`config.mk`:
```
export PLATFORM = sky130hd
export DESIGN_NAME = rf_remote_pulse_decoder_core
export DESIGN_NICKNAME = d
export VERILOG_FILES = /design/src/hw/rtl/rpd_pkg.sv /design/src/hw/rtl/rpd_front.sv /design/src/hw/rtl/rpd_queue.sv /design/src/hw/rtl/rpd_back.sv /design/src/hw/rtl/rf_remote_pulse_decoder_core.sv
export SDC_FILE = /design/constraint.sdc
export NUM_CORES = 1
export LEC_CHECK = 0
export BUFFER_PORTS_ARGS = -buffer_cell sky130_fd_sc_hd__buf_2
export CORE_AREA = 2 2 174 176
export CTS_CLUSTER_SIZE = 24
export DETAILED_ROUTE_END_ITERATION = 7
export DIE_AREA = 0 0 176 178
export GPL_ROUTABILITY_DRIVEN = 0
export PLACE_DENSITY = 0.77
export SLEW_MARGIN = 40
export SYNTH_ARGS = -nofsm -noshare
export SYNTH_HDL_FRONTEND = slang
export SYNTH_SLANG_ARGS = --single-unit
```
`constraint.sdc`:
```
create_clock -name clk -period 6.9 [get_ports clk]
set_clock_uncertainty 0.05 [all_clocks]
set_input_delay 0.69 -clock clk [delete_from_list [all_inputs] [get_ports clk]]
set_output_delay 0.69 -clock clk [all_outputs]
set_load 0.1 [all_outputs]
```
`src/hw/rtl/rpd_pkg.sv`:
```
`timescale 1ns / 1ps

package rpd_pkg;

  // Field widths
  localparam int TIME_W   = 32;
  localparam int PULSE_W  = 12;
  localparam int HALF_W   = 14;
  localparam int RAW_W    = 32;
  localparam int GROUP_W  = 16;
  localparam int SWITCH_W = 3;

  // Default code width
  localparam int CODE_BITS_DEF = 32;

  // Timing factors in pulse lengths
  localparam int SYNC_FACTOR = 30;
  localparam int LONG_FACTOR = 3;

  // Register reset values
  localparam logic [PULSE_W-1:0] PULSE_LENGTH_RST    = 12'd186;
  localparam logic [PULSE_W-1:0] PULSE_TOLERANCE_RST = 12'd74;

  // Configuration register indexes
  typedef enum logic [0:0] {
    CFG_PULSE_LENGTH    = 1'b0,
    CFG_PULSE_TOLERANCE = 1'b1
  } cfg_index_t;

  // Switch pair decoding
  localparam int SWITCH_BASE  = 4;
  localparam int SWITCH_PAIRS = 5;
  localparam logic [3:0] ON_NIBBLE = 4'h3;

  // Depth of the queue between front and back
  localparam int QUEUE_DEPTH = 2;

  // Request from front to queue: one finished code
  typedef struct packed {
    logic             valid;
    logic [RAW_W-1:0] code;
  } code_req_t;

  // Lowest pair of code bits 4..13 with both bits set
  function automatic logic [SWITCH_W:0] decode_switch(input logic [RAW_W-1:0] code);
    logic [2*SWITCH_PAIRS-1:0] pairs;
    logic [SWITCH_W:0]         res;
    pairs = code[SWITCH_BASE +: 2*SWITCH_PAIRS];
    res   = '0;
    for (int k = SWITCH_PAIRS - 1; k >= 0; k--) begin
      if (pairs[2*k +: 2] == 2'b11) begin
        res = {1'b1, SWITCH_W'(k)};
      end
    end
    return res;
  endfunction

endpackage

```
`src/hw/rtl/rpd_front.sv`:
```
`timescale 1ns / 1ps

module rpd_front #(
  parameter int CODE_BITS = rpd_pkg::CODE_BITS_DEF
) (
  input  logic                        clk,
  input  logic                        rst_n,
  input  logic                        cfg_we,
  input  rpd_pkg::cfg_index_t         cfg_index,
  input  logic [rpd_pkg::PULSE_W-1:0] cfg_wdata,
  input  logic                        in_push,
  input  logic                        in_full,
  input  logic [rpd_pkg::TIME_W-1:0]  in_edge_time_us,
  output rpd_pkg::code_req_t          req
);

  localparam int TW  = rpd_pkg::TIME_W;
  localparam int PW  = rpd_pkg::PULSE_W;
  localparam int HW  = rpd_pkg::HALF_W;
  localparam int SW  = PW + 5;
  localparam int WW  = HW + 1;

  logic [PW-1:0]        pulse_len_r, pulse_tol_r;
  logic [TW-1:0]        prev_r, prev_nxt;
  logic [HW-1:0]        half_r, half_nxt;
  logic                 half_vld_r, half_vld_nxt;
  logic [CODE_BITS-1:0] sr_r, sr_nxt;
  logic                 coll_r, coll_nxt;

  logic          acc;
  logic [TW-1:0] gap;
  logic [SW-1:0] sync_thr;
  logic [HW-1:0] short_c, long_c;
  logic [WW-1:0] short_hi, long_hi;
  logic          is_sync, in_short, in_long;
  logic          bit_val;
  logic [63:0]   code_ext;

  assign acc = in_push & ~in_full;
  assign gap = in_edge_time_us - prev_r;

  // Classify the gap
  always_comb begin
    sync_thr = SW'(pulse_len_r) * SW'(rpd_pkg::SYNC_FACTOR);
    short_c  = HW'(pulse_len_r);
    long_c   = HW'(pulse_len_r) * HW'(rpd_pkg::LONG_FACTOR);
    short_hi = WW'(short_c) + WW'(pulse_tol_r);
    long_hi  = WW'(long_c) + WW'(pulse_tol_r);
    is_sync  = gap > TW'(sync_thr);
    in_short = (({1'b0, gap} + (TW+1)'(pulse_tol_r)) > (TW+1)'(short_c)) &&
               (gap < TW'(short_hi));
    in_long  = (({1'b0, gap} + (TW+1)'(pulse_tol_r)) > (TW+1)'(long_c)) &&
               (gap < TW'(long_hi));
    bit_val  = TW'(half_r) > gap;
  end

  // Advance the decode state
  always_comb begin
    prev_nxt     = prev_r;
    half_nxt     = half_r;
    half_vld_nxt = half_vld_r;
    sr_nxt       = sr_r;
    coll_nxt     = coll_r;
    if (acc) begin
      prev_nxt = in_edge_time_us;
      if (is_sync) begin
        sr_nxt   = '0;
        coll_nxt = 1'b1;
      end else if (coll_r) begin
        if (in_short || in_long) begin
          if (!half_vld_r) begin
            half_nxt     = gap[HW-1:0];
            half_vld_nxt = 1'b1;
          end else begin
            sr_nxt       = {sr_r[CODE_BITS-2:0], bit_val};
            half_nxt     = '0;
            half_vld_nxt = 1'b0;
          end
        end else begin
          sr_nxt       = '0;
          coll_nxt     = 1'b0;
          half_nxt     = '0;
          half_vld_nxt = 1'b0;
        end
      end
    end
  end

  // Emit a request for a finished nonzero code
  assign code_ext  = 64'(sr_r);
  assign req.valid = acc & is_sync & (sr_r != '0);
  assign req.code  = code_ext[rpd_pkg::RAW_W-1:0];

  // Hold state and configuration
  always_ff @(posedge clk) begin
    if (!rst_n) begin
      pulse_len_r <= rpd_pkg::PULSE_LENGTH_RST;
      pulse_tol_r <= rpd_pkg::PULSE_TOLERANCE_RST;
      prev_r      <= '0;
      half_r      <= '0;
      half_vld_r  <= 1'b0;
      sr_r        <= '0;
      coll_r      <= 1'b0;
    end else begin
      if (cfg_we) begin
        case (cfg_index)
          rpd_pkg::CFG_PULSE_LENGTH:    pulse_len_r <= cfg_wdata;
          rpd_pkg::CFG_PULSE_TOLERANCE: pulse_tol_r <= cfg_wdata;
          default: ;
        endcase
      end
      prev_r     <= prev_nxt;
      half_r     <= half_nxt;
      half_vld_r <= half_vld_nxt;
      sr_r       <= sr_nxt;
      coll_r     <= coll_nxt;
    end
  end

endmodule

```
`src/hw/rtl/rpd_queue.sv`:
```
`timescale 1ns / 1ps

module rpd_queue (
  input  logic                      clk,
  input  logic                      rst_n,
  input  rpd_pkg::code_req_t        req,
  output logic                      full,
  output logic                      empty,
  input  logic                      pop,
  output logic [rpd_pkg::RAW_W-1:0] code
);

  localparam int DEPTH = rpd_pkg::QUEUE_DEPTH;
  localparam int AW    = (DEPTH > 1) ? $clog2(DEPTH) : 1;
  localparam int CW    = $clog2(DEPTH + 1);

  logic [rpd_pkg::RAW_W-1:0] mem_r [DEPTH];
  logic [AW-1:0]             wr_ptr_r, rd_ptr_r;
  logic [CW-1:0]             cnt_r;
  logic                      do_wr, do_rd;

  assign full  = cnt_r == CW'(DEPTH);
  assign empty = cnt_r == '0;
  assign do_wr = req.valid & ~full;
  assign do_rd = pop & ~empty;
  assign code  = mem_r[rd_ptr_r];

  // Store incoming codes
  always_ff @(posedge clk) begin
    if (do_wr) begin
      mem_r[wr_ptr_r] <= req.code;
    end
  end

  // Advance pointers and count
  always_ff @(posedge clk) begin
    if (!rst_n) begin
      wr_ptr_r <= '0;
      rd_ptr_r <= '0;
      cnt_r    <= '0;
    end else begin
      if (do_wr) begin
        wr_ptr_r <= (wr_ptr_r == AW'(DEPTH - 1)) ? '0 : wr_ptr_r + 1'b1;
      end
      if (do_rd) begin
        rd_ptr_r <= (rd_ptr_r == AW'(DEPTH - 1)) ? '0 : rd_ptr_r + 1'b1;
      end
      case ({do_wr, do_rd})
        2'b10:   cnt_r <= cnt_r + 1'b1;
        2'b01:   cnt_r <= cnt_r - 1'b1;
        default: cnt_r <= cnt_r;
      endcase
    end
  end

endmodule

```
`src/hw/rtl/rpd_back.sv`:
```
`timescale 1ns / 1ps

module rpd_back (
  input  logic                         clk,
  input  logic                         rst_n,
  input  logic                         q_empty,
  input  logic [rpd_pkg::RAW_W-1:0]    q_code,
  output logic                         q_pop,
  output logic                         out_empty,
  input  logic                         out_pop,
  output logic [rpd_pkg::RAW_W-1:0]    out_raw_code,
  output logic [rpd_pkg::GROUP_W-1:0]  out_group_code,
  output logic [rpd_pkg::SWITCH_W-1:0] out_switch_index,
  output logic                         out_switch_found,
  output logic                         out_turn_on
);

  logic                         vld_r;
  logic [rpd_pkg::RAW_W-1:0]    raw_r;
  logic [rpd_pkg::GROUP_W-1:0]  group_r;
  logic [rpd_pkg::SWITCH_W-1:0] sw_idx_r;
  logic                         sw_found_r;
  logic                         on_r;
  logic [rpd_pkg::SWITCH_W:0]   sw_dec;
  logic                         take;

  assign take   = ~q_empty & (~vld_r | out_pop);
  assign q_pop  = take;
  assign sw_dec = rpd_pkg::decode_switch(q_code);

  // Hold the valid flag of the output register
  always_ff @(posedge clk) begin
    if (!rst_n) begin
      vld_r <= 1'b0;
    end else if (take) begin
      vld_r <= 1'b1;
    end else if (out_pop) begin
      vld_r <= 1'b0;
    end
  end

  // Load decoded fields
  always_ff @(posedge clk) begin
    if (take) begin
      raw_r      <= q_code;
      group_r    <= q_code[rpd_pkg::RAW_W-1 -: rpd_pkg::GROUP_W];
      sw_idx_r   <= sw_dec[rpd_pkg::SWITCH_W-1:0];
      sw_found_r <= sw_dec[rpd_pkg::SWITCH_W];
      on_r       <= q_code[3:0] == rpd_pkg::ON_NIBBLE;
    end
  end

  assign out_empty        = ~vld_r;
  assign out_raw_code     = raw_r;
  assign out_group_code   = group_r;
  assign out_switch_index = sw_idx_r;
  assign out_switch_found = sw_found_r;
  assign out_turn_on      = on_r;

endmodule

```
`src/hw/rtl/rf_remote_pulse_decoder_core.sv`:
```
`timescale 1ns / 1ps
// Decoder for on-off keyed tri-state remote codes.
// Input channel: push one request per received signal edge with its
// microsecond timestamp on in_edge_time_us; it is taken when in_push is high
// and in_full is low. Edges are classified in the accepting cycle.
// Result channel: while out_empty is low the oldest decoded frame is on the
// out_ ports; out_pop takes it. A result appears only for a sync gap that
// follows a nonzero collected code.
// Path: the sync edge writes the code into the queue; the output register
// loads it from the queue once the register is empty or being popped.
// Throughput: one edge per cycle while in_full is low; the front classifies
// each taken edge combinationally into its registered state, and a two-entry
// queue plus the output register decouple it from the result side.
// Stall: if the result side does not pop, up to three frames are held; once
// the third is held in_full rises and stays high until a result is popped.
// Reset (rst_n low, synchronous): timing registers return to 186 / 74 us,
// the edge history and code clear, collecting stops, the queue and output empty.
// Configuration: cfg_we writes cfg_wdata to register cfg_index
// (0 pulse length, 1 tolerance) at the clock edge; write only while idle.

module rf_remote_pulse_decoder_core #(
  parameter int CODE_BITS = rpd_pkg::CODE_BITS_DEF
) (
  input  logic                         clk,
  input  logic                         rst_n,
  input  logic                         cfg_we,
  input  rpd_pkg::cfg_index_t          cfg_index,
  input  logic [rpd_pkg::PULSE_W-1:0]  cfg_wdata,
  input  logic                         in_push,
  output logic                         in_full,
  input  logic [rpd_pkg::TIME_W-1:0]   in_edge_time_us,
  output logic                         out_empty,
  input  logic                         out_pop,
  output logic [rpd_pkg::RAW_W-1:0]    out_raw_code,
  output logic [rpd_pkg::GROUP_W-1:0]  out_group_code,
  output logic [rpd_pkg::SWITCH_W-1:0] out_switch_index,
  output logic                         out_switch_found,
  output logic                         out_turn_on
);

  rpd_pkg::code_req_t        req;
  logic                      q_empty;
  logic                      q_pop;
  logic [rpd_pkg::RAW_W-1:0] q_code;

  // Classify edges and collect code bits
  rpd_front #(
    .CODE_BITS(CODE_BITS)
  ) u_front (
    .clk             (clk),
    .rst_n           (rst_n),
    .cfg_we          (cfg_we),
    .cfg_index       (cfg_index),
    .cfg_wdata       (cfg_wdata),
    .in_push         (in_push),
    .in_full         (in_full),
    .in_edge_time_us (in_edge_time_us),
    .req             (req)
  );

  // Buffer finished codes
  rpd_queue u_queue (
    .clk   (clk),
    .rst_n (rst_n),
    .req   (req),
    .full  (in_full),
    .empty (q_empty),
    .pop   (q_pop),
    .code  (q_code)
  );

  // Decode frames into result fields
  rpd_back u_back (
    .clk              (clk),
    .rst_n            (rst_n),
    .q_empty          (q_empty),
    .q_code           (q_code),
    .q_pop            (q_pop),
    .out_empty        (out_empty),
    .out_pop          (out_pop),
    .out_raw_code     (out_raw_code),
    .out_group_code   (out_group_code),
    .out_switch_index (out_switch_index),
    .out_switch_found (out_switch_found),
    .out_turn_on      (out_turn_on)
  );

endmodule

```
# ---- After elaboration in Yosys (flattened, before gate mapping)
# Memory sizes are Yosys's and may differ from the RTL's. A register that Yosys moved wholly into a read port is not among the register bits.
# Index checks and enable logic that the tools add are counted.
# Widths: inputs -> output; s select.
dict set report word_totals {
  register_bits 162
  latch_bits 0
  mem_bits_rw 64
  mem_bits_ro 0
  out_inout_bits 55
  elab_cells 95
  n_memories 1
}
# memory words word_bits rd rd_ports_with_merged_regs wr line_no
set memory_table {}
lappend memory_table {u_queue.mem_r 2 32 1 1 1 rpd_queue.sv:17} ;# logic [rpd_pkg::RAW_W-1:0] mem_r [DEPTH];
dict set report classes {
  n_addsub 8
  n_mul 2
  div 0
  order_cmp 6
  eq_ne 10
  shift 0
  n_mux 24
  bitwise 12
  n_reduce_logical 14
}
# operator count
set op_table {}
lappend op_table {{$mux 32} 4}
lappend op_table {{$lt 32x15->1} 2}
lappend op_table {{$add 32x12->33} 1}
lappend op_table {{$gt 33x12->1} 1}
lappend op_table {{$gt 33x14->1} 1}
lappend op_table {{$gt 14x32->1} 1}
lappend op_table {{$gt 32x17->1} 1}
lappend op_table {{$reduce_bool 32->1} 1}
lappend op_table {{$sub 32x32->32} 1}
lappend op_table {{$mux 14} 2}
lappend op_table {{$mul 12x4->16 const B} 1}
lappend op_table {{$add 14x12->15} 1}
lappend op_table {{$eq 2x2->1 const B} 7}
lappend op_table {{$mul 12x2->14 const B} 1}
lappend op_table {{$mux 1} 14}
lappend op_table {{$add 12x12->13} 1}
lappend op_table {{$and 1x1->1} 6}
lappend op_table {{$reduce_and 3->1} 2}
lappend op_table {{$reduce_bool 2->1} 3}
lappend op_table {{$not 1->1} 5}
lappend op_table {{$eq 4x2->1 const B} 1}
lappend op_table {{$mux 2} 2}
lappend op_table {{$mux 4} 1}
lappend op_table {{$pmux 2 s2} 1}
lappend op_table {{other kinds (12)} 15}

# ---- Depth between registers and ports, before layout
# Gate-level depths: netlist of run 1.
dict set report depth {
  depth_word 8
  ltp_mapped 29
}

# ---- Cells and area by module
# Synthesis of run 1 repeated with hierarchy kept, for this count alone.
dict set report unflattened {
  cells_unflattened 1699
  hier_area_um2 15647.5
}
# module instances cells_per_inst area_each_um2 seq_area_each_um2
set by_module_without_submodules {}
lappend by_module_without_submodules {rpd_front 1 1504 11760.0 2082.0}
lappend by_module_without_submodules {rpd_queue 1 126 2537.4 2021.9}
lappend by_module_without_submodules {rpd_back 1 69 1350.0 1131.1}

# ---- Worst setup path before layout of run 1
# No wires, ideal clock.
dict set report synth_timing {
  path_kind {register to register}
  from {register u_front.pulse_len_r[2]}
  to {memory u_queue.mem_r[0][0] (netlist bit), enable pin}
  t_arrival_ps 6232
  required_ps 6429
  setup_slack_ps 197
  stages_incl_launch_ff 25
  path_buffers 0
  period_less_slack_ps 6703
  path_cell_list {dfxtp_1 inv_1 fa_1 fa_1 inv_1 ha_1 a21oi_1 o21ai_0 a21oi_1 o21ai_0 a21oi_1 o211ai_1 a31o_2 a21oi_1 xor2_1 ha_1 and4_1 and4_1 nand4_1 a2111oi_0 and4bb_1 nand4_1 or3_1 o211ai_1 nor2_1}
}
dict set report synth_between {
  elab_chain_len 7
}
# element line_no
set synth_lines {}
lappend synth_lines {{from (decl)} rpd_front.sv:23} ;# logic [PW-1:0] pulse_len_r, pulse_tol_r;
lappend synth_lines {{from (signal assigned)} rpd_front.sv:97} ;# pulse_len_r <= rpd_pkg::PULSE_LENGTH_RST;
lappend synth_lines {{from (signal assigned)} rpd_front.sv:107} ;# rpd_pkg::CFG_PULSE_LENGTH: pulse_len_r <= cfg_wdata;
lappend synth_lines {{$mul 12x4->16} rpd_front.sv:44} ;# sync_thr = SW'(pulse_len_r) * SW'(rpd_pkg::SYNC_FACTOR);
lappend synth_lines {{$gt 32x17->1} rpd_front.sv:49} ;# is_sync = gap > TW'(sync_thr);
lappend synth_lines {{$and 1x1->1 (2 in series)} rpd_front.sv:91} ;# assign req.valid = acc & is_sync & (sr_r != '0);
lappend synth_lines {{$and 1x1->1} rpd_queue.sv:24} ;# assign do_wr = req.valid & ~full;
lappend synth_lines {{$mux 1} rpd_queue.sv:30} ;# if (do_wr) begin
lappend synth_lines {{$mux 1 (not written as such)} rpd_queue.sv:31} ;# mem_r[wr_ptr_r] <= req.code;
lappend synth_lines {{to (decl)} rpd_queue.sv:17}
# Every way passes these cells.

# ---- Final worst setup path of run 1
dict set report layout_timing {
  from {register u_front.pulse_len_r[2]}
  to {register u_queue.cnt_r[1]}
}
dict set report layout_between {
  elab_chain_len 7
  word_cells_on_any_way 9
  cone_classes {mul: 1; order compare: 1; eq/ne: 2; mux: 1; bitwise: 3; reduce/logical: 1}
}
# element line_no
set layout_lines {}
lappend layout_lines {{$mul 12x4->16 *} rpd_front.sv:44}
lappend layout_lines {{$gt 32x17->1 *} rpd_front.sv:49}
lappend layout_lines {{$and 1x1->1 * (2 in series)} rpd_front.sv:91}
lappend layout_lines {{$and 1x1->1 *} rpd_queue.sv:24}
lappend layout_lines {{$eq 2x1->1 / $eq 2x2->1 (equally long branches)} rpd_queue.sv:48} ;# case ({do_wr, do_rd})
lappend layout_lines {{$pmux 2 s2 / $reduce_bool 2->1 (equally long branches)} -}
lappend layout_lines {{to (signal assigned)} rpd_queue.sv:49} ;# 2'b10: cnt_r <= cnt_r + 1'b1;
lappend layout_lines {{to (signal assigned)} rpd_queue.sv:50} ;# 2'b01: cnt_r <= cnt_r - 1'b1;
lappend layout_lines {{to (signal assigned)} rpd_queue.sv:51} ;# default: cnt_r <= cnt_r;
lappend layout_lines {{to (decl)} rpd_queue.sv:19} ;# logic [CW-1:0] cnt_r;
# Every way passes the cells marked *; elsewhere a longest branch is shown, timed or not.
# A chain may end at the register's enable or synchronous reset.

==> results.tsv, run 1 <==
metric	value	unit
fin. max-slew vios	0	
CP peak stage delay	0.52	ns
Tmin final	6.53	ns
root buffer cell	clkbuf_16	
hpwl dp	30.0	mm
setup slack, reg-to-reg	0.37	ns
largest cells by area after synthesis	edfxtp_1, ha_1, dfxtp_1, nand2_1, inv_1	
fin crit share	94.7	%
Cell Pwr Density	290	nW/um^2
worst rel slew slack	48.3	%
status	finished clean	
top-level port count	105	
Reg clk slew, reported paths	0.06	ns
multi-input logic area	10000	sq um
Die Width	176	um
die area	31300	sq um
fraction of the yosys area taken by sequential cells	32.1	%
number of port buffers	104	
worst reg2reg path depth	26	
area share of the largest cell type after synthesis	18.6	%
grt met1 use	33.4	%
first-pass GRT wire length	66.0	mm
CTS max path bufs	3	
Critical Path AT	6.96	ns
Fmax	0.153	GHz
layout cells sized above 1	12.3	%
DRT antenna net count	0	
fillers	2480	
initial core utilization	55.5	%
Post-synth EDFFs	101	
Max FO, Critical Path	5	
GRT Overall Usage	25.7	%
routed wire length	41.1	mm
total congestion overflow	0	
Worst EP required	7.32	ns
mean routed wirelength per cell	17.6	um
Syn Nets	2128	
Cell Area, Synth	16300	sq um
largest net degree at the start of global routing	130	
area leader, netlist	edfxtp_1	
num rows	63	
Peak VDD IR	198	uV
final core utilization	61.0	%
Critical R2R Launch	u_front.pulse_len_r[2]$_SDFFE_PN0P_	
post-synthesis cell count	1872	
GRT met3 Usage	2.66	%
PnR worst setup slack	0.366	ns
nets	2180	
Pre-antenna DRT Iters	7	
crit path launch	u_front.pulse_len_r[2]$_SDFFE_PN0P_	
CP max-delay cell	fa_1	
met2 Use GR	45.1	%
worst slew pin tran	0.776	ns
crit end category	flip-flop	
number of synthesized register bits	211	
Area Growth Syn to Fin	9.93	%
drt drc	0	
global routing's busiest layer	met2	
Via Count	14012	
Via density	6.01	
worst setup path endpoint	u_queue.cnt_r[1]$_SDFFE_PN0P_	
CP startpoint kind	flip-flop	
vias in the first global route	13090	
FFs w/ async S/R, synth	0	%
CTS tree	done	
Layout Cells excl Fill	2332	
Syn Area/Cell	8.72	sq um
Worst-Skew Late Latency	0.54	ns
most used cell, CP	ha_1	
CTS hold repair buffers	0	
clk sinks	211	
first-iteration detailed-routing DRC count	1107	
initial antenna violation count	0	
RSZ-0062 raised after global routing	yes	
chip height	178	um
critical path type	reg2reg	
core box area	29400	sq um
placed cells	2286	
FF/Latch Area	5240	sq um
max-cap violation count	0	
Unique masters post-synth	77	
DP Worst Slack	0.0108	ns
Hold Violations, Final	0	
final setup fails	0	
leakage	7.36	nW
CTS H-tree depth	1	
reg2reg end	u_queue.cnt_r[1]$_SDFFE_PN0P_	
synth warn	0	
hold path cells	3	
HP Class	in2reg	
Primary FF master, synth	dfxtp_1	
n_diodes	0	
TritonCTS buffer count	24	
[worst max-delay path, delay by kind of cell, from the launching register on]
family / cells / cell delay [ns]
AOI/OAI and AO/OA: 12 / 2.30
xor gates and xnor gates: 1 / 0.09
adders and majority gates: 5 / 1.87
buffers and inverters: 1 / 0.16
DFF: 1 / 0.35
and+or+nand+nor: 7 / 1.66
[where the power goes]
part	switching, mW	internal (mW)
Sequential	0.0480	1.41
Clock	0.536	0.739
Combinational	1.72	0.751
[layout make-up]
| class | count | share of cell area (%) |
|---|---|---|
| clock buffer | 29 | 3.51 |
| inverter | 164 | 3.44 |
| multi-input combinational | 1383 | 55.7 |
| sequential | 211 | 29.2 |
| tap | 390 | 2.72 |
| clock inverter | 15 | 0.948 |
| timing repair buffer | 140 | 4.46 |
[flip-flops by register name, summed over array words and instances, names as in the netlist, named ones only]
name and count:
u_queue.wr_ptr_r 1, u_front.pulse_tol_r 12, u_back.out_turn_on 1, u_front.prev_r 32, u_queue.mem_r 64, u_back.out_raw_code 16
u_front.coll_r 1, u_front.pulse_len_r 12, u_queue.rd_ptr_r 1, u_front.sr_r 32, u_back.vld_r 1, u_back.out_group_code 16
u_queue.cnt_r 2, u_back.out_switch_index 3, u_front.half_vld_r 1, u_back.out_switch_found 1, u_front.half_r 14
[per-layer routing]
metal	vias up	wire length, um
met4	0	1220
met5	-	0
met3	81	2400
met2	485	20000
li1	6870	-
met1	6576	17400
[cell usage in the layout (no fill, tap or decap), drive strengths merged, types with 34 or more instances in the layout]
master,synthesis,layout
nand2,228,228
inv,163,168
xnor2,40,40
o41ai,34,34
dfxtp,110,110
nand3,65,65
edfxtp,101,101
buf,37,139
a31oi,39,39
a21boi,59,59
ha,180,180
nor2,73,73
nor4,46,46
a21o,34,34
mux2,34,34
o21ai,97,97
a21oi,93,93
nand3b,36,36
[what timing repair did]
action / in CTS / in global routing
resized for setup: 0 / 11
endpoints found under the setup margin: 0 / 113
setup buffers: 0 / 2
[through the flow]
stage / hold WS, ns / power [mW] / setup TNS, ns / instance area (sq um)
after floorplan: 0.393 / 3.40 / 0 / 16300
after global placement: 0.400 / 3.86 / 0 / 17100
after detailed placement: 0.408 / 3.91 / 0 / 17100
after CTS: 0.324 / 5.21 / 0 / 17900
after global routing: 0.349 / 5.49 / -0.00570 / 17900
final: 0.334 / 5.21 / 0 / 17900
[worst min path at each step]
stage	startpoint	end
global route	cfg_wdata[6]	u_front.pulse_tol_r[6]$_SDFFE_PN1P_
floorplan	u_front.prev_r[10]$_SDFFE_PN0P_	u_front.prev_r[10]$_SDFFE_PN0P_
CTS	cfg_wdata[6]	u_front.pulse_tol_r[6]$_SDFFE_PN1P_
global placement	u_front.prev_r[4]$_SDFFE_PN0P_	u_front.prev_r[4]$_SDFFE_PN0P_
finish	cfg_wdata[6]	u_front.pulse_tol_r[6]$_SDFFE_PN1P_
detailed placement	u_front.prev_r[2]$_SDFFE_PN0P_	u_front.prev_r[2]$_SDFFE_PN0P_
[synth_stat cells (39+ instances only)]
cell type  count
nand2_1      228
ha_1         180
inv_1        163
dfxtp_1      110
edfxtp_1     101
a21oi_1       93
clkbuf_1      77
nor2_1        72
nand3_1       65
o21ai_0       62
a21boi_0      58
nor4_1        45
xnor2_1       40
a31oi_1       39
[cell families (layout without fill, tap and decap cells)]
group | after synthesis | in the layout | share of synthesized area [%]
simple gates | 596 | 596 | 18.3
buf+inv | 278 | 348 | 6.90
mux | 39 | 39 | 2.65
xor+xnor | 64 | 64 | 3.43
flops | 211 | 211 | 32.1
fa+ha+maj | 206 | 206 | 17.0
compound gates | 478 | 478 | 19.6
Power figures use the tool's default switching activity.
==> run 2: changes to the inputs <==
--- a/config.mk
+++ b/config.mk
@@ -6,10 +6,10 @@
 export NUM_CORES = 1
 export LEC_CHECK = 0
 export BUFFER_PORTS_ARGS = -buffer_cell sky130_fd_sc_hd__buf_2
-export CORE_AREA = 2 2 174 176
+export CORE_AREA = 8 8 180 182
 export CTS_CLUSTER_SIZE = 24
 export DETAILED_ROUTE_END_ITERATION = 7
-export DIE_AREA = 0 0 176 178
+export DIE_AREA = 0 0 188 190
 export GPL_ROUTABILITY_DRIVEN = 0
 export PLACE_DENSITY = 0.77
 export SLEW_MARGIN = 40
==> run 2 against run 1 <==
- maximum frequency down 0.46%
- clock power about the same
- critical path depth did not move
- final cell count is 0.17% lower
- sequential power about the same
- core utilization is 0.098 points higher
- combinational power about the same
- final area increased by 0.16%
==> results.tsv, run 2 (synthesis results as in run 1) <==
metric	value	unit	change
max FFs per register	64		unchanged
vias in the first global route	13561		was 13.1k
Die Width	188	um	was 176 um
DP Worst Slack	-0.174	ns	was 0.0108 ns
Worst-Skew Late Latency	0.54	ns	about the same
Critical Path AT	6.95	ns	was 6.96 ns
setup slack, reg-to-reg	0.34	ns	was 0.37 ns
DRT antenna net count	0		unchanged
final setup fails	0		unchanged
clk sinks	211		unchanged
chip height	190	um	was 178 um
Area Growth Syn to Fin	10.1	%	was 9.93%
Reg clk slew, reported paths	0.06	ns	about the same
Top Registers	u_queue.mem_r: 64 flops, u_front.prev_r: 32 flops, u_front.sr_r: 32 flops		unchanged
critical path type	reg2reg		unchanged
Via density	6.10		was 6.01
CTS H-tree depth	1		unchanged
fin. max-slew vios	0		unchanged
commonest non-fill, non-tap cell in the layout	nand2_1		unchanged
TritonCTS buffer count	24		unchanged
num rows	63		unchanged
Tmin final	6.56	ns	was 6.53 ns
first-iteration detailed-routing DRC count	982		was 1107
status	finished clean		unchanged
largest net degree at the start of global routing	106		was 130
Hold Violations, Final	0		unchanged
hold path cells	3		unchanged
Max FO, Critical Path	5		unchanged
Worst Hold Path EP	u_front.pulse_tol_r[6]$_SDFFE_PN1P_		unchanged
top-level port count	105		unchanged
first-pass GRT wire length	67.4	mm	was 66.0 mm
PnR worst setup slack	0.335	ns	was 0.366 ns
most frequent cells in the layout	nand2_1, ha_1, inv_1		unchanged
die area	35700	sq um	was 31300 sq um
CTS max path bufs	3		unchanged
fin crit share	95.1	%	was 94.7%
worst slew pin tran	0.933	ns	was 0.776 ns
total power	5.26	mW	was 5.21 mW
mean routed wirelength per cell	17.9	um	was 17.6 um
n_diodes	0		unchanged
number of port buffers	104		unchanged
GRT Overall Usage	22.2	%	was 25.7%
CP startpoint kind	flip-flop		unchanged
Via Count	14198		was 14.0k
nets	2176		was 2180
Peak VDD IR	182	uV	was 198 uV
initial antenna violation count	0		unchanged
Top reg by flops	u_queue.mem_r		unchanged
layout cells sized above 1	12.5	%	was 12.3%
leakage	7.36	nW	about the same
drt drc	0		unchanged
crit end category	flip-flop		unchanged
routed wire length	41.8	mm	was 41.1 mm
Hold Startpoint	cfg_wdata[6]		unchanged
root buffer cell	clkbuf_16		unchanged
initial core utilization	55.5	%	unchanged
reg2reg end	u_queue.cnt_r[1]$_SDFFE_PN0P_		unchanged
worst rel slew slack	36.2	%	was 48.3%
Critical R2R Launch	u_front.pulse_len_r[2]$_SDFFE_PN0P_		unchanged
max-cap violation count	0		unchanged
CTS tree	done		unchanged
total congestion overflow	0		unchanged
Worst EP required	7.28	ns	was 7.32 ns
HP Class	in2reg		unchanged
Pre-antenna DRT Iters	6		was 7
Fmax	0.152	GHz	was 0.153 GHz
hpwl dp	30.4	mm	was 30.0 mm
core box area	29400	sq um	unchanged
Cell Pwr Density	293	nW/um^2	was 290 nW/um^2
worst reg2reg path depth	26		unchanged
[run 2: changes by cell type in the layout (fill, tap and decap cells not counted), sizes merged]
cell and delta:
bufinv +1, inv -3, clkbuf -2, clkinvlp +1
buf -3, clkinv +2
[run 2: worst max-delay path, stage by stage (launching register included)]
cell and delay, ns:
dfxtp_2 0.34, buf_4 0.16, fa_1 0.52, fa_1 0.45, ha_1 0.29, a21o_1 0.19, a21oi_2 0.16, o21ai_0 0.10
a21oi_1 0.20, o21ai_0 0.14, a21oi_2 0.24, o211ai_1 0.16, a31o_2 0.25, a21oi_1 0.17, xor2_1 0.11, ha_1 0.31
and4_1 0.19, and4_1 0.19, nand4_1 0.16, a2111oi_2 0.31, and4bb_1 0.22, nand4_1 0.17, or3_4 0.44, o211ai_1 0.13
ha_1 0.31, or3_1 0.38, a21boi_0 0.16
[run 2: worst max-delay path by stage]
stage | from | end | slack (ns) | cells after the start
3_3_place_gp | u_front.pulse_len_r[1]$_SDFFE_PN1P_ | u_queue.cnt_r[1]$_SDFFE_PN0P_ | 0.18 | 28
3_5_place_dp | u_front.pulse_len_r[1]$_SDFFE_PN1P_ | u_queue.cnt_r[1]$_SDFFE_PN0P_ | -0.17 | 28
5_1_grt | u_front.pulse_len_r[2]$_SDFFE_PN0P_ | u_queue.cnt_r[1]$_SDFFE_PN0P_ | -0.003 | 26
6_report | u_front.pulse_len_r[2]$_SDFFE_PN0P_ | u_queue.cnt_r[1]$_SDFFE_PN0P_ | 0.34 | 26
2_1_floorplan | u_front.pulse_len_r[2]$_SDFFE_PN0P_ | u_queue.mem_r[0][0]$_DFFE_PP_ | 0.20 | 24
4_1_cts | u_front.pulse_len_r[1]$_SDFFE_PN1P_ | u_front.half_r[7]$_SDFFE_PN0P_ | 0.003 | 27
[run 2: through the flow]
stage          TNS (ns)  cell area [sq um]  std cells  hold slack [ns]  utilization (%)
2_1_floorplan         0              16300       1872            0.393                -
3_3_place_gp          0              17100       2282            0.403             58.1
3_5_place_dp      -1.54              17100       2283            0.409             58.2
4_1_cts               0              17900       2328            0.335             61.0
5_1_grt        -0.00285              18000       2328            0.361             61.1
6_report              0              18000       2328            0.357             61.1
[run 2: power by group]
| group | internal, mW | switching (mW) |
|---|---|---|
| combinational | 0.761 | 1.73 |
| sequential | 1.41 | 0.0478 |
| clock | 0.780 | 0.528 |
| total | 2.95 | 2.31 |
[run 2: layout make-up]
class,instances,area [sq um]
inverters,164,617
multi-input cells,1383,10000
clock inverters,16,188
clock buffers,28,636
well taps,390,488
repair buffers,136,791
fillers,2466,11400
flip-flops and latches,211,5240
[run 2: repair_timing]
action,in CTS,in global routing
pin swaps,0,6
gates resized for setup,2,17
setup endpoints to repair,30,113
buffers inserted,1,0
hold buffers,0,0
[run 2: layer usage]
| layer | GRT usage (%) | up-vias | wire, um |
|---|---|---|---|
| li1 | - | 6878 | - |
| met1 | 27.5 | 6675 | 17700 |
| met2 | 37.0 | 511 | 19400 |
| met3 | 3.59 | 134 | 2580 |
| met4 | 11.8 | 0 | 2130 |
| met5 | 0 | - | 0 |
==> run 3: changes to the inputs <==
--- a/config.mk
+++ b/config.mk
@@ -5,7 +5,7 @@
 export SDC_FILE = /design/constraint.sdc
 export NUM_CORES = 1
 export LEC_CHECK = 0
-export BUFFER_PORTS_ARGS = -buffer_cell sky130_fd_sc_hd__buf_2
+export BUFFER_PORTS_ARGS = -buffer_cell sky130_fd_sc_hd__clkbuf_2
 export CORE_AREA = 8 8 180 182
 export CTS_CLUSTER_SIZE = 24
 export DETAILED_ROUTE_END_ITERATION = 7
==> run 3 against run 2 <==
- register-to-register slack about the same
- sequential share of layout area is 0.11 points lower
- die area unchanged
- largest power group unchanged
- combinational power is essentially flat
- final area increased by 0.32%
- setup slack worse by 0.010 ns
- largest cell class unchanged
- first-iteration DRC count up 4.4%
- critical endpoint unchanged
- sequential power is essentially flat
- count of clock-buffer cells in the layout fell by 2
- power is essentially flat
- via count down 0.65%
- critical path type unchanged
==> results.tsv, run 3 (synthesis results as in run 1) <==
metric	value	unit	change
status	finished clean		unchanged
root buffer cell	clkbuf_16		unchanged
HP Class	in2reg		unchanged
GRT met3 Usage	3.53	%	was 3.59%
Critical Path AT	6.96	ns	was 6.95 ns
Critical R2R Launch	u_front.pulse_len_r[2]$_SDFFE_PN0P_		unchanged
layout cells sized above 1	12.8	%	was 12.5%
critical path type	reg2reg		unchanged
Reg clk slew, reported paths	0.07	ns	was 0.06 ns
first-iteration detailed-routing DRC count	1025		was 982
setup slack, reg-to-reg	0.33	ns	was 0.34 ns
Via Count	14106		was 14.2k
Hold Violations, Final	0		unchanged
Worst EP required	7.28	ns	about the same
CTS H-tree depth	1		unchanged
total congestion overflow	0		unchanged
hold_ws	0.343	ns	was 0.357 ns
top-level port count	105		unchanged
worst setup path endpoint	u_queue.cnt_r[1]$_SDFFE_PN0P_		unchanged
global routing's busiest layer	met2		unchanged
placed inst area	17100	sq um	about the same
DRT antenna net count	0		unchanged
grt met1 use	28.4	%	was 27.5%
num rows	63		unchanged
Max FO, Critical Path	5		unchanged
TritonCTS buffer count	24		unchanged
vias in the first global route	13640		about the same
switching share of power	44.2	%	was 43.9%
fillers	2460		was 2466
CP startpoint kind	flip-flop		unchanged
largest net degree at the start of global routing	135		was 106
Top Registers	u_queue.mem_r: 64 flops, u_front.prev_r: 32 flops, u_front.sr_r: 32 flops		unchanged
fin. max-slew vios	0		unchanged
max FFs per register	64		unchanged
logic gate share of total power	47.0	%	was 47.4%
crit end category	flip-flop		unchanged
max-cap violation count	0		unchanged
hpwl dp	30.5	mm	was 30.4 mm
worst rel slew slack	49.7	%	was 36.2%
final core utilization	61.3	%	was 61.1%
die area	35700	sq um	unchanged
Area Growth Syn to Fin	10.5	%	was 10.1%
mean routed wirelength per cell	17.8	um	was 17.9 um
initial antenna violation count	0		unchanged
CTS max path bufs	3		unchanged
Peak VDD IR	176	uV	was 182 uV
fin crit share	95.3	%	was 95.1%
drt drc	0		unchanged
final instance area	18000	sq um	about the same
reg2reg end	u_queue.cnt_r[1]$_SDFFE_PN0P_		unchanged
chip height	190	um	unchanged
most frequent cells in the layout	nand2_1, ha_1, inv_1		unchanged
Die Width	188	um	unchanged
core box area	29400	sq um	unchanged
Worst-Skew Late Latency	0.54	ns	about the same
clk sinks	211		unchanged
Tmin final	6.57	ns	was 6.56 ns
Cell Int Power	2.94	mW	was 2.95 mW
first-pass GRT wire length	68.5	mm	was 67.4 mm
Fmax	0.152	GHz	about the same
worst reg2reg path depth	26		unchanged
Net Switching	2.33	mW	was 2.31 mW
met2 Use GR	38.6	%	was 37.0%
Clk pwr share	25.1	%	was 24.8%
leakage	7.42	nW	was 7.36 nW
CTS tree	done		unchanged
Pre-antenna DRT Iters	7		was 6
number of port buffers	104		unchanged
crit path launch	u_front.pulse_len_r[2]$_SDFFE_PN0P_		unchanged
Seq pwr share	27.8	%	was 27.7%
final setup fails	0		unchanged
initial core utilization	55.5	%	unchanged
Via density	6.03		was 6.10
Cell Pwr Density	292	nW/um^2	was 293 nW/um^2
Top reg by flops	u_queue.mem_r		unchanged
GRT Overall Usage	22.6	%	was 22.2%
n_diodes	0		unchanged
CTS hold repair buffers	0		unchanged
nets	2186		was 2176
routed wire length	41.6	mm	was 41.8 mm
commonest non-fill, non-tap cell in the layout	nand2_1		unchanged
worst slew pin tran	0.754	ns	was 0.933 ns
==> run 3: changes by cell type in the layout (fill, tap and decap cells not counted), sizes merged <==
| cell | delta |
|---|---|
| clkbuf | +102 |
| buf | -94 |
| clkinv | -5 |
| inv | +3 |
| clkinvlp | +4 |
==> run 3: layout make-up <==
cell class                      count  area, sq um  share of cell area (%)
Multi-Input combinational cell   1383        10000                    55.4
Sequential cell                   211         5240                    29.1
Timing Repair Buffer              146          857                    4.75
Inverter                          164          621                    3.44
Clock buffer                       26          608                    3.37
Tap cell                          390          488                    2.71
Clock inverter                     18          219                    1.21
==> run 3: worst max-delay path, stage by stage, from the launching register on <==
cell       delay [ns]
dfxtp_2          0.34
buf_4            0.16
fa_1             0.52
fa_1             0.46
ha_1             0.30
a21o_1           0.19
a21oi_2          0.18
o21ai_0          0.09
a21oi_1          0.20
o21ai_0          0.14
a21oi_2          0.19
o211ai_1         0.14
a31o_2           0.25
a21oi_1          0.17
xor2_1           0.12
ha_1             0.30
and4_1           0.17
and4_1           0.18
nand4_1          0.11
a2111oi_1        0.40
and4bb_1         0.24
nand4_1          0.11
or3_1            0.42
o211ai_1         0.20
ha_1             0.33
or3_1            0.37
a21boi_0         0.17
==> run 3: worst min-delay path by stage <==
stage	startpoint	endpoint	slack, ns	depth (start not counted)
finish	in_edge_time_us[24]	u_front.prev_r[24]$_SDFFE_PN0P_	0.34	3
global route	in_edge_time_us[25]	u_front.prev_r[25]$_SDFFE_PN0P_	0.34	3
CTS	in_edge_time_us[24]	u_front.prev_r[24]$_SDFFE_PN0P_	0.33	3
detailed placement	u_front.prev_r[4]$_SDFFE_PN0P_	u_front.prev_r[4]$_SDFFE_PN0P_	0.41	2
global placement	u_front.prev_r[8]$_SDFFE_PN0P_	u_front.prev_r[8]$_SDFFE_PN0P_	0.40	2
floorplan	u_front.prev_r[10]$_SDFFE_PN0P_	u_front.prev_r[10]$_SDFFE_PN0P_	0.39	2
==> run 3: layer usage <==
metal  wire (um)  share of wire, %  vias to the layer above
met5           0                 0                        -
met4        1690               4.1                        0
met3        2550               6.1                      125
met2       19600                47                      491
met1       17700                43                     6604
li1            -                 -                     6886
==> run 3: through the flow <==
step / total power, mW / TNS (ns) / setup slack (ns) / cells
floorplan: 3.40 / 0 / 0.197 / 1872
global placement: 3.87 / 0 / 0.205 / 2289
detailed placement: 3.92 / -0.343 / -0.0337 / 2289
CTS: 5.26 / 0 / 0.0536 / 2333
global route: 5.57 / -0.0382 / -0.0382 / 2338
finish: 5.27 / 0 / 0.325 / 2338
==> run 3: what timing repair did <==
item | in CTS | in global routing
gates resized for setup | 1 | 12
setup endpoints to repair | 8 | 112
setup buffers | 0 | 5
pin swaps | 0 | 3
==> run 3: power by group through the flow <==
stage / sequential (mW) / clock, mW / combinational, mW
after CTS: 1.47 / 1.35 / 2.44
after detailed placement: 1.49 / 0 / 2.43
after floorplan: 1.92 / 0 / 1.49
final: 1.47 / 1.32 / 2.48
after global routing: 1.48 / 1.40 / 2.69
after global placement: 1.49 / 0 / 2.38
